==> config.mk <==
export PLATFORM = sky130hd
export DESIGN_NAME = vrbr_cell
export DESIGN_NICKNAME = d
export VERILOG_FILES = /design/src/hdl/vrbr_pkg.sv /design/src/hdl/vrbr_cell.sv
export SDC_FILE = /design/constraint.sdc
export NUM_CORES = 1
export LEC_CHECK = 0
export BUFFER_PORTS_ARGS = -buffer_cell sky130_fd_sc_hd__buf_2
export CORE_ASPECT_RATIO = 0.6
export CORE_MARGIN = 2
export CORE_UTILIZATION = 54
export DETAILED_ROUTE_END_ITERATION = 16
export HOLD_SLACK_MARGIN = 0.06
export PLACE_DENSITY = 0.82
export SYNTH_ARGS = -nofsm -noshare
export SYNTH_HDL_FRONTEND = slang
export SYNTH_SLANG_ARGS = --single-unit
==> constraint.sdc <==
create_clock -name i_clk -period 4.68 [get_ports i_clk]
set_input_delay 0.936 -clock i_clk [delete_from_list [all_inputs] [get_ports i_clk]]
set_output_delay 0.936 -clock i_clk [all_outputs]
set_load 0.05 [all_outputs]
==> src/hdl/vrbr_pkg.sv <==
`timescale 1ns / 1ps
// ----------------------------------------------------------------------------
// vrbr_pkg
// Shared types, constants and the arctangent table for the vertex rotator.
// ----------------------------------------------------------------------------
package vrbr_pkg;

    localparam int ANGLE_BITS_DEF = 16;
    localparam int CORDIC_ITERS   = 24;
    localparam int SQRT_STEPS     = 25;
    localparam int NUM_CELLS      = 25;   // max of the two step counts
    localparam int XW             = 52;   // CORDIC datapath width
    localparam int SVW            = 50;   // squared distance width
    localparam int REMW           = 28;   // square root remainder width
    localparam int RADW           = 25;   // radius width

    typedef enum logic [1:0] {
        REG_CENTER_X   = 2'd0,
        REG_CENTER_Y   = 2'd1,
        REG_TURN_ANGLE = 2'd2
    } t_reg_idx;

    // one beat moving down the cell chain
    typedef struct packed {
        logic signed [XW-1:0] x;
        logic signed [XW-1:0] y;
        logic [31:0]          z;
        logic                 fin;
        logic [SVW-1:0]       sv;
        logic [REMW-1:0]      rem;
        logic [RADW-1:0]      root;
    } t_tok;

    // arctangent of 2^-i in 2^-32 turns
    function automatic logic [31:0] atan_turn(input int unsigned i);
        logic [31:0] v;
        case (i)
            0:       v = 32'h20000000;
            1:       v = 32'h12E4051D;
            2:       v = 32'h09FB385B;
            3:       v = 32'h051111D4;
            4:       v = 32'h028B0D43;
            5:       v = 32'h0145D7E1;
            6:       v = 32'h00A2F61E;
            7:       v = 32'h00517C55;
            8:       v = 32'h0028BE53;
            9:       v = 32'h00145F2E;
            10:      v = 32'h000A2F98;
            11:      v = 32'h000517CC;
            12:      v = 32'h00028BE6;
            13:      v = 32'h000145F3;
            14:      v = 32'h0000A2F9;
            15:      v = 32'h0000517C;
            16:      v = 32'h000028BE;
            17:      v = 32'h0000145F;
            18:      v = 32'h00000A2F;
            19:      v = 32'h00000517;
            20:      v = 32'h0000028B;
            21:      v = 32'h00000145;
            22:      v = 32'h000000A2;
            23:      v = 32'h00000051;
            default: v = 32'h00000000;
        endcase
        return v;
    endfunction

endpackage

==> src/hdl/vrbr_cell.sv <==
`timescale 1ns / 1ps
// ----------------------------------------------------------------------------
// vrbr_cell
// One chain cell: a CORDIC rotation step and a square root digit step.
// ----------------------------------------------------------------------------
module vrbr_cell #(
    parameter int IDX = 0
) (
    input  logic            i_clk,
    input  logic            i_rst_n,
    input  logic            i_en,
    input  logic            i_vld,
    input  vrbr_pkg::t_tok  i_tok,
    output logic            o_vld,
    output vrbr_pkg::t_tok  o_tok
);

    logic                          r_vld;
    vrbr_pkg::t_tok                r_tok;
    vrbr_pkg::t_tok                n_tok;
    logic signed [vrbr_pkg::XW-1:0] x_in;
    logic signed [vrbr_pkg::XW-1:0] y_in;
    logic signed [vrbr_pkg::XW-1:0] xs;
    logic signed [vrbr_pkg::XW-1:0] ys;
    logic [vrbr_pkg::REMW-1:0]      rem_sh;
    logic [vrbr_pkg::REMW-1:0]      trial;

    always_comb begin
        x_in   = i_tok.x;
        y_in   = i_tok.y;
        xs     = x_in >>> IDX;
        ys     = y_in >>> IDX;
        n_tok  = i_tok;
        if (IDX < vrbr_pkg::CORDIC_ITERS) begin
            if (!i_tok.z[31]) begin
                n_tok.x = x_in - ys;
                n_tok.y = y_in + xs;
                n_tok.z = i_tok.z - vrbr_pkg::atan_turn(IDX);
            end else begin
                n_tok.x = x_in + ys;
                n_tok.y = y_in - xs;
                n_tok.z = i_tok.z + vrbr_pkg::atan_turn(IDX);
            end
        end
        // restoring square root, two radicand bits per cell
        rem_sh = {i_tok.rem[vrbr_pkg::REMW-3:0], i_tok.sv[vrbr_pkg::SVW-1 -: 2]};
        trial  = {1'b0, i_tok.root, 2'b01};
        n_tok.sv = {i_tok.sv[vrbr_pkg::SVW-3:0], 2'b00};
        if (rem_sh >= trial) begin
            n_tok.rem  = rem_sh - trial;
            n_tok.root = {i_tok.root[vrbr_pkg::RADW-2:0], 1'b1};
        end else begin
            n_tok.rem  = rem_sh;
            n_tok.root = {i_tok.root[vrbr_pkg::RADW-2:0], 1'b0};
        end
    end

    always_ff @(posedge i_clk) begin
        if (!i_rst_n) begin
            r_vld <= 1'b0;
        end else if (i_en) begin
            r_vld <= i_vld;
        end
    end

    always_ff @(posedge i_clk) begin
        if (i_en) begin
            r_tok <= n_tok;
        end
    end

    assign o_vld = r_vld;
    assign o_tok = r_tok;

endmodule

After elaboration in Yosys (flattened, before gate mapping)
Cells that the tools add are included.
Storage, ports and cells
  register bits: 239
  output and inout bits: 241
Cells by class
  $add $sub $neg: 6
  $lt $le $gt $ge: 1
  muxes and demuxes: 2
Operators by type and width (number)
  136-bit two-way mux: 1
  52-bit subtractor: 2
  53-bit two-way mux: 1
  52-bit adder: 1
  32-bit by 30-bit adder with 32-bit output, second input constant: 1
  32-bit by 30-bit subtractor with 32-bit output, second input constant: 1
  28-bit by 27-bit greater-or-equal comparator with 1-bit output: 1
  28-bit by 27-bit subtractor with 28-bit output: 1

Depth between registers and ports, before layout
Gate-level depths: netlist of the first run.
  depth in word-level cells: 2
  depth in mapped cells: 14
  gate-level depth less buffers: 14

Worst setup path before layout of the first run
No wires, ideal clock.
  kind: input to register
  start: input port i_tok[145] (netlist name)
  end: register r_tok (netlist bit o_tok[238]), data pin
  data required time: 4.409 ns
  path slack: 0.782 ns
  setup time: 0.271 ns
  arrival: 3.627 ns
  cell stages on the path: 14
  cell sequence: inv_1 ha_1 buf_6 or3_4 a2111oi_0 o31a_2 o21ai_2 a2bb2oi_4 a31o_2 a211oi_2 or3_1 o211ai_2 a22oi_1 xor2_1
RTL lines
  from (decl): RTL line vrbr_cell.sv:13  | input vrbr_pkg::t_tok i_tok,
  to (signal assigned): RTL line vrbr_cell.sv:68  | r_tok <= n_tok;
  to (decl): RTL line vrbr_cell.sv:19  | vrbr_pkg::t_tok r_tok;

==> implementation parameters, run 1 <==
Parameter                              Value

Status
  Outcome    completed

Synth
  Count of mapped cells out of synthesis    1968
  Library cells used by synthesis    84
  Post-Synthesis Cell Area    0.0182 mm^2
  Avg Cell Area, Syn    between 9 and 10 um^2
  Largest cells by area after synthesis    edfxtp_1 (39%), ha_1 (12%), a21oi_1 (7.4%)
  Synth Warn #    0
  Most used standard cells in the synthesized netlist    a21oi_1 (269), edfxtp_1 (237), inv_1 (188)
  Number of enable-type register cells in the synthesized netlist    237
  Area share of the leading cell type in the synthesized netlist    0.391
  Dominant synthesized flop cell    edfxtp_1
  Sequential area share after synthesis    0.393
  Cell type contributing the most total cell area after synthesis    edfxtp_1
  Number of flip-flops and latches in the synthesized netlist    between 200 and 250
  Asr flop ratio synth    0
  Most frequently used cell type in the post-synthesis netlist    a21oi_1

CTS
  Clock Sinks    238
  Clock slew at the register clock pins of the worst setup and hold paths    70 ps
  TritonCTS clock tree    done
  Cts repair resizes    0
  Max Buffers Root-to-Sink    3
  CTS Hold Bufs    0
  # H-tree levels    1
  Inserted Clock Buffers    24
  Post-CTS setup buffer count    0
  Root buf cell    clkbuf_16
  Clk_lat worst skew    580 ps

Hold path
  Min-Delay Path Class    input port to flip-flop

Cells and area
  # nets final    between 2000 and 3000
  Relative area change from synthesis to final layout    24.3%
  Fraction of layout cells with a size suffix above 1    0.270
  Fill cell count    2665
  Final core utilization    0.689
  Area taken by multi-input logic gates    0.00997 mm^2
  Non-filler instance count after layout    about 3000
  Area taken by flip-flops and latches    approximately 0.0071 mm^2

Global route
  Number of antenna violations at the first check in global routing    12
  Vias in the first global route    16700
  Maximum number of pins on one net before global-route repair    127
  Total GRT Usage    0.382
  Wire length of the first global-routing pass    102 mm
  Sum of overflow across all layers after global routing    0

Placed design
  Final weighted congestion in routability-driven placement    1.03
  Total instance count after detailed placement    about 2900
  Count of input and output buffers    480
  Final HPWL DP    56.7 mm

Worst setup path
  CP Capture Type    flip-flop
  Kind of critical path    input port to flip-flop
  CP arrival    4460 ps
  Critical path launch point type    input port
  Max Fanout on Critical Path    4
  Data required time of the critical path    roughly 5000 ps

Timing
  Worst slew margin    0.290
  Final cycle utilization of the critical path    0.884
  Sum of negative setup slack    0 ps
  Count of pins over their slew limit    0
  Final min period    4140 ps
  Total count of hold-check failures in the final report    0
  Number of endpoints failing setup at the final stage    0
  Timing-limited maximum frequency    0.242 GHz
  Worst-case clock skew    0 ps
  Setup repair after global routing missed its margin    false
  Measured slew at the worst slew-check pin    1060 ps

Routing
  Post-route DRC violation count    0
  Routed wire length per instance    ~23 um
  Number of routed nets with antenna violations    0
  Violation count after the first detailed-routing iteration    2454
  Number of vias per cell after detailed routing    just over 6
  Vias    18100
  Final Routed Wirelength    between 60 and 70 mm
  First-pass detailed-route iteration total    7

Floorplanning
  Die ar.    about 0.035 mm^2
  Std-Cell Core Area    0.0328 mm^2
  Die height    ~150 um
  Floorplan row count    51
  Initial cell density of the core    0.554
  Io pins    485
  Die Width    241 um

Flow run
  MaxCap Viol Count    0

Power and ir drop
  Peak supply drop    310 uV
  Cell area power density    358 mW/mm^2
  Total power    8080 uW
  Leakage power figure    0.0102 uW
## cell families after synthesis
kind of cell	synth area share
adder cells (fa/ha/maj)	0.128
AND/OR/NAND/NOR	0.120
flip-flops	0.393
multiplexers	0.0143
AO/OA/AOI/OAI	0.225
buffers and inverters	0.0594
XOR/XNOR	0.0597
other	0.000206
## flip-flops by register name, indices dropped and copies added (netlist names)
| signal | flops |
|---|---|
| o_tok | 237 |
| o_vld | 1 |
## stage by stage
step	cell area [um^2]	hold WS [ps]	worst slack, ps
final	22600	524	543
after global routing	22600	530	311
after CTS	22600	521	747
after detailed placement	21800	537	184
after global placement	21800	497	245
after floorplan	18200	743	782
## area by class of cell
cell class / count / area share
repair buffers: 605 / 0.150
clock buffers: 27 / 0.0271
well taps: 450 / 0.0249
flip-flops and latches: 238 / 0.316
diodes: 8 / 0.000886
multi-input cells: 1453 / 0.441
inverters: 195 / 0.0324
clock inverters: 17 / 0.00726
## power by group
group	switching [uW]	internal, uW	total, uW	leakage [uW]
Combinational	2350	958	3310	0.00750
Clock	916	1060	1980	0.000358
Sequential	88.0	2700	2790	0.00233
Total	3360	4720	8080	0.0102
## critical path, stage by stage
cell	delay, ps
buf_2	90
inv_1	50
ha_1	310
nor2b_1	170
o21ai_0	150
a21oi_1	410
o2111ai_1	310
a211oi_1	300
nor3_1	80
buf_4	180
o221ai_1	490
a21oi_1	170
buf_4	180
o21ai_0	290
o311ai_4	150
xor2_1	170
## cell usage in the layout, fill, tap and decap left out, types with 6 or more instances in the layout
master / instances
ha_1: 180
a21o_1: 33
a31oi_1: 11
nor2_1: 169
a21oi_1: 269
nand2_1: 101
o211ai_1: 17
xor2_1: 17
and2_1: 7
and3_1: 8
clkinvlp_4: 6
o21ai_0: 134
nor4_1: 18
a211oi_1: 18
inv_1: 188
buf_4: 123
o31ai_1: 15
mux2i_1: 17
xnor2_1: 107
edfxtp_1: 237
clkbuf_16: 24
buf_2: 478
or3_1: 11
diode_2: 8
a221oi_1: 7
o31a_1: 6
nand2b_1: 16
nor3_1: 30
clkinv_1: 7
nor2b_1: 26
a21boi_0: 7
o21a_1: 19
nand3_1: 30
nand4_1: 25
o21bai_1: 55
mux2_2: 8
## layer usage
metal | GRT usage | routed length, um | share of wire
met4 | 0.0833 | 1700 | 0.024
met2 | 0.498 | 26800 | 0.38
met5 | 0 | 54 | 0.00077
met3 | 0.151 | 10500 | 0.15
met1 | 0.585 | 30700 | 0.44
## final timing paths
| kind | startpoint | endpoint | slack [ps] | cells past startpoint |
|---|---|---|---|---|
| setup / recovery | i_tok[137] | o_tok[187] | 540 | 16 |
| hold / removal | i_tok[72] | o_tok[74] | 520 | 1 |
| setup reg to reg | o_vld | o_vld | 4070 | 2 |
| hold reg to reg | o_vld | o_vld | 550 | 2 |
(Power assumes the default switching activity.)
==> run 2, diff against run 1 <==
--- a/config.mk
+++ b/config.mk
@@ -6,12 +6,16 @@
 export NUM_CORES = 1
 export LEC_CHECK = 0
 export BUFFER_PORTS_ARGS = -buffer_cell sky130_fd_sc_hd__buf_2
+export CELL_PAD_IN_SITES_DETAIL_PLACEMENT = 2
+export CELL_PAD_IN_SITES_GLOBAL_PLACEMENT = 2
 export CORE_ASPECT_RATIO = 0.6
 export CORE_MARGIN = 2
-export CORE_UTILIZATION = 54
+export CORE_UTILIZATION = 32
 export DETAILED_ROUTE_END_ITERATION = 16
+export GPL_TIMING_DRIVEN = 0
 export HOLD_SLACK_MARGIN = 0.06
-export PLACE_DENSITY = 0.82
+export PLACE_DENSITY_LB_ADDON = 0.1
 export SYNTH_ARGS = -nofsm -noshare
 export SYNTH_HDL_FRONTEND = slang
 export SYNTH_SLANG_ARGS = --single-unit
+export TNS_END_PERCENT = 10
==> implementation parameters, run 2 (synthesized netlist as in run 1, its figures left out) <==
Parameter                              Value

Placed design
  Final HPWL DP    72.6 mm (+28%)
  Worst setup timing slack at the placement stage    -897 ps (-1080 ps)
  Total instance count after detailed placement    3209 (+9.1%)
  Placed Instance Area    0.0216 mm^2 (-0.91%)
  Final weighted congestion in routability-driven placement    0.944 (-8.4%)
  Count of input and output buffers    479 (-0.21%)

Worst setup path
  CP Capture Type    flip-flop
  Critical path launch point type    input port
  Cell with the largest stage delay on the worst path    o221ai_1
  Worst flop-to-flop path startpoint    o_vld
  Timing startpoint of the critical path    i_tok[148]
  Data required time of the critical path    5000 ps (about the same)
  CP arrival    4980 ps (+520 ps)
  Kind of critical path    input port to flip-flop
  Stage delay of the slowest cell on the critical path    650 ps (+160 ps)
  Critical path cell sequence    buf_2 > inv_1 > ha_1 > clkbuf_1 > and2_1 > nand3_1 > o22a_1 > a211oi_1 > nor3_1 > o221ai_1 > a21oi_2 > o21ai_0 > o311ai_4 > xor2_1
  Max Fanout on Critical Path    10 (+6)

Global route
  Vias in the first global route    18900 (+13%)
  Number of antenna violations at the first check in global routing    8 (-4)
  Maximum number of pins on one net before global-route repair    97 (-24%)
  Total GRT Usage    0.290 (-0.0917)
  Wire length of the first global-routing pass    128 mm (+25%)
  Sum of overflow across all layers after global routing    0 (unchanged)

Floorplanning
  Io pins    485 (unchanged)
  Die height    189 um (+29%)
  Std-Cell Core Area    0.0560 mm^2 (+71%)
  Die ar.    0.0588 mm^2 (+67%)
  Initial cell density of the core    0.325 (-0.230)
  Die Width    312 um (+29%)
  Floorplan row count    67 (+31%)

CTS
  Max Buffers Root-to-Sink    3 (unchanged)
  Clk_lat worst skew    590 ps (about the same)
  Clock slew at the register clock pins of the worst setup and hold paths    70 ps (about the same)
  TritonCTS clock tree    done
  Root buf cell    clkbuf_16
  # H-tree levels    1 (unchanged)
  CTS Hold Bufs    0 (unchanged)
  Inserted Clock Buffers    27 (+13%)
  Clock Sinks    238 (unchanged)

Power and ir drop
  Peak supply drop    287 uV (-7.3%)
  Leakage power figure    0.00983 uW (-3.5%)
  Cell area power density    372 mW/mm^2 (+4.1%)

Routing
  First-pass detailed-route iteration total    5 (-2)
  Number of vias per cell after detailed routing    5.51 (-9.1%)
  Routed wire length per instance    27.2 um (+17%)
  Final Routed Wirelength    88.6 mm (+27%)
  Vias    18000 (-0.88%)
  Post-route DRC violation count    0 (unchanged)
  Violation count after the first detailed-routing iteration    1557 (-37%)
  Number of routed nets with antenna violations    0 (unchanged)

Cells and area
  Highest-count cells in the layout ignoring fill and taps    buf_2 (486), a21oi_1 (268), edfxtp_1 (237)
  Final core utilization    0.403 (-0.285)
  # nets final    2907 (-1.3%)
  Area taken by flip-flops and latches    0.00714 mm^2 (unchanged)
  Non-filler instance count after layout    3263 (+9.0%)
  Fraction of layout cells with a size suffix above 1    0.237 (-0.0330)
  Relative area change from synthesis to final layout    24.2% (about the same)
  Largest register FFs    237 (unchanged)
  Fill cell count    6330 (+140%)
  Area taken by multi-input logic gates    0.0100 mm^2 (+0.69%)
  Most frequent standard cell in the layout excluding fill and tap cells    buf_2
  Finished layout cell area    0.0226 mm^2 (about the same)

Timing
  Timing-limited maximum frequency    0.214 GHz (-11%)
  Count of pins over their slew limit    0 (unchanged)
  Final cycle utilization of the critical path    0.996 (+0.112)
  Worst slew margin    0.116 (-0.174)
  Setup repair after global routing missed its margin    true
  Number of endpoints failing setup at the final stage    0 (unchanged)
  Total count of hold-check failures in the final report    0 (unchanged)
  Worst-case clock skew    0 ps (unchanged)
  Final min period    4660 ps (+526 ps)
  Final worst slack    17.7 ps (-526 ps)
  Measured slew at the worst slew-check pin    1330 ps (+261 ps)
  Sum of negative setup slack    0 ps (unchanged)

Flow run
  MaxCap Viol Count    0 (unchanged)

Status
  Outcome    completed

Hold path
  Min-Delay Path Class    input port to flip-flop
  Startpoint of the most critical hold path    i_tok[115]
-- run 2: cell count changes in the layout (fill, tap and decap cells not counted), sizes merged --
cell      previous run  this run
clkbuf              27        90
clkinv              11        17
bufinv               2         4
buf                605       503
clkinvlp             6         2
diode                8         4
-- run 2: area by class of cell --
class,count,area share
clock buffer,29,0.0303
clock inverter,21,0.00970
timing repair buffer,481,0.109
multi-input combinational,1453,0.445
sequential,238,0.316
tap,759,0.0421
antenna,4,0.000443
buffer,83,0.0155
inverter,195,0.0324
-- run 2: worst paths after layout --
path	cells past startpoint	slack, ps	end
max reg2reg	2	4060	o_vld
max	14	20	o_tok[187]
min	1	510	o_tok[115]
min reg2reg	2	560	o_vld
-- run 2: where the power goes --
| part | switching (uW) | total [uW] | internal [uW] | leakage, uW |
|---|---|---|---|---|
| sequential | 85.0 | 2790 | 2700 | 0.00233 |
| clock | 994 | 2270 | 1280 | 0.000440 |
| combinational | 2480 | 3350 | 865 | 0.00706 |
-- run 2: repair_timing --
item / in CTS / in global routing
cloned: 0 / 0
setup endpoints to repair: 7 / 18
setup buffers: 0 / 0
endpoints found under the hold margin: 0 / 0
gates resized for setup: 3 / 13
-- run 2: routing by layer --
metal / track usage / share of wire / vias to the layer above
met5: 0 / 0 / -
met4: 0.0405 / 0.013 / 0
met3: 0.0865 / 0.095 / 66
met2: 0.414 / 0.41 / 747
met1: 0.437 / 0.48 / 9088
li1: - / - / 8082
-- run 2: per-stage QoR --
step	hold WS, ps	total power (uW)
after floorplan	743	4990
after global placement	502	6030
after detailed placement	546	6110
after CTS	487	8430
after global routing	494	8760
final	515	8410
-- run 2: worst max-delay path: cells and delay by family --
kind / cells / cell delay [ps]
AND/OR/NAND/NOR: 3 / 760
adder cells (fa/ha/maj): 1 / 310
AO/OA/AOI/OAI: 6 / 2160
buffers and inverters: 3 / 600
XOR/XNOR: 1 / 180
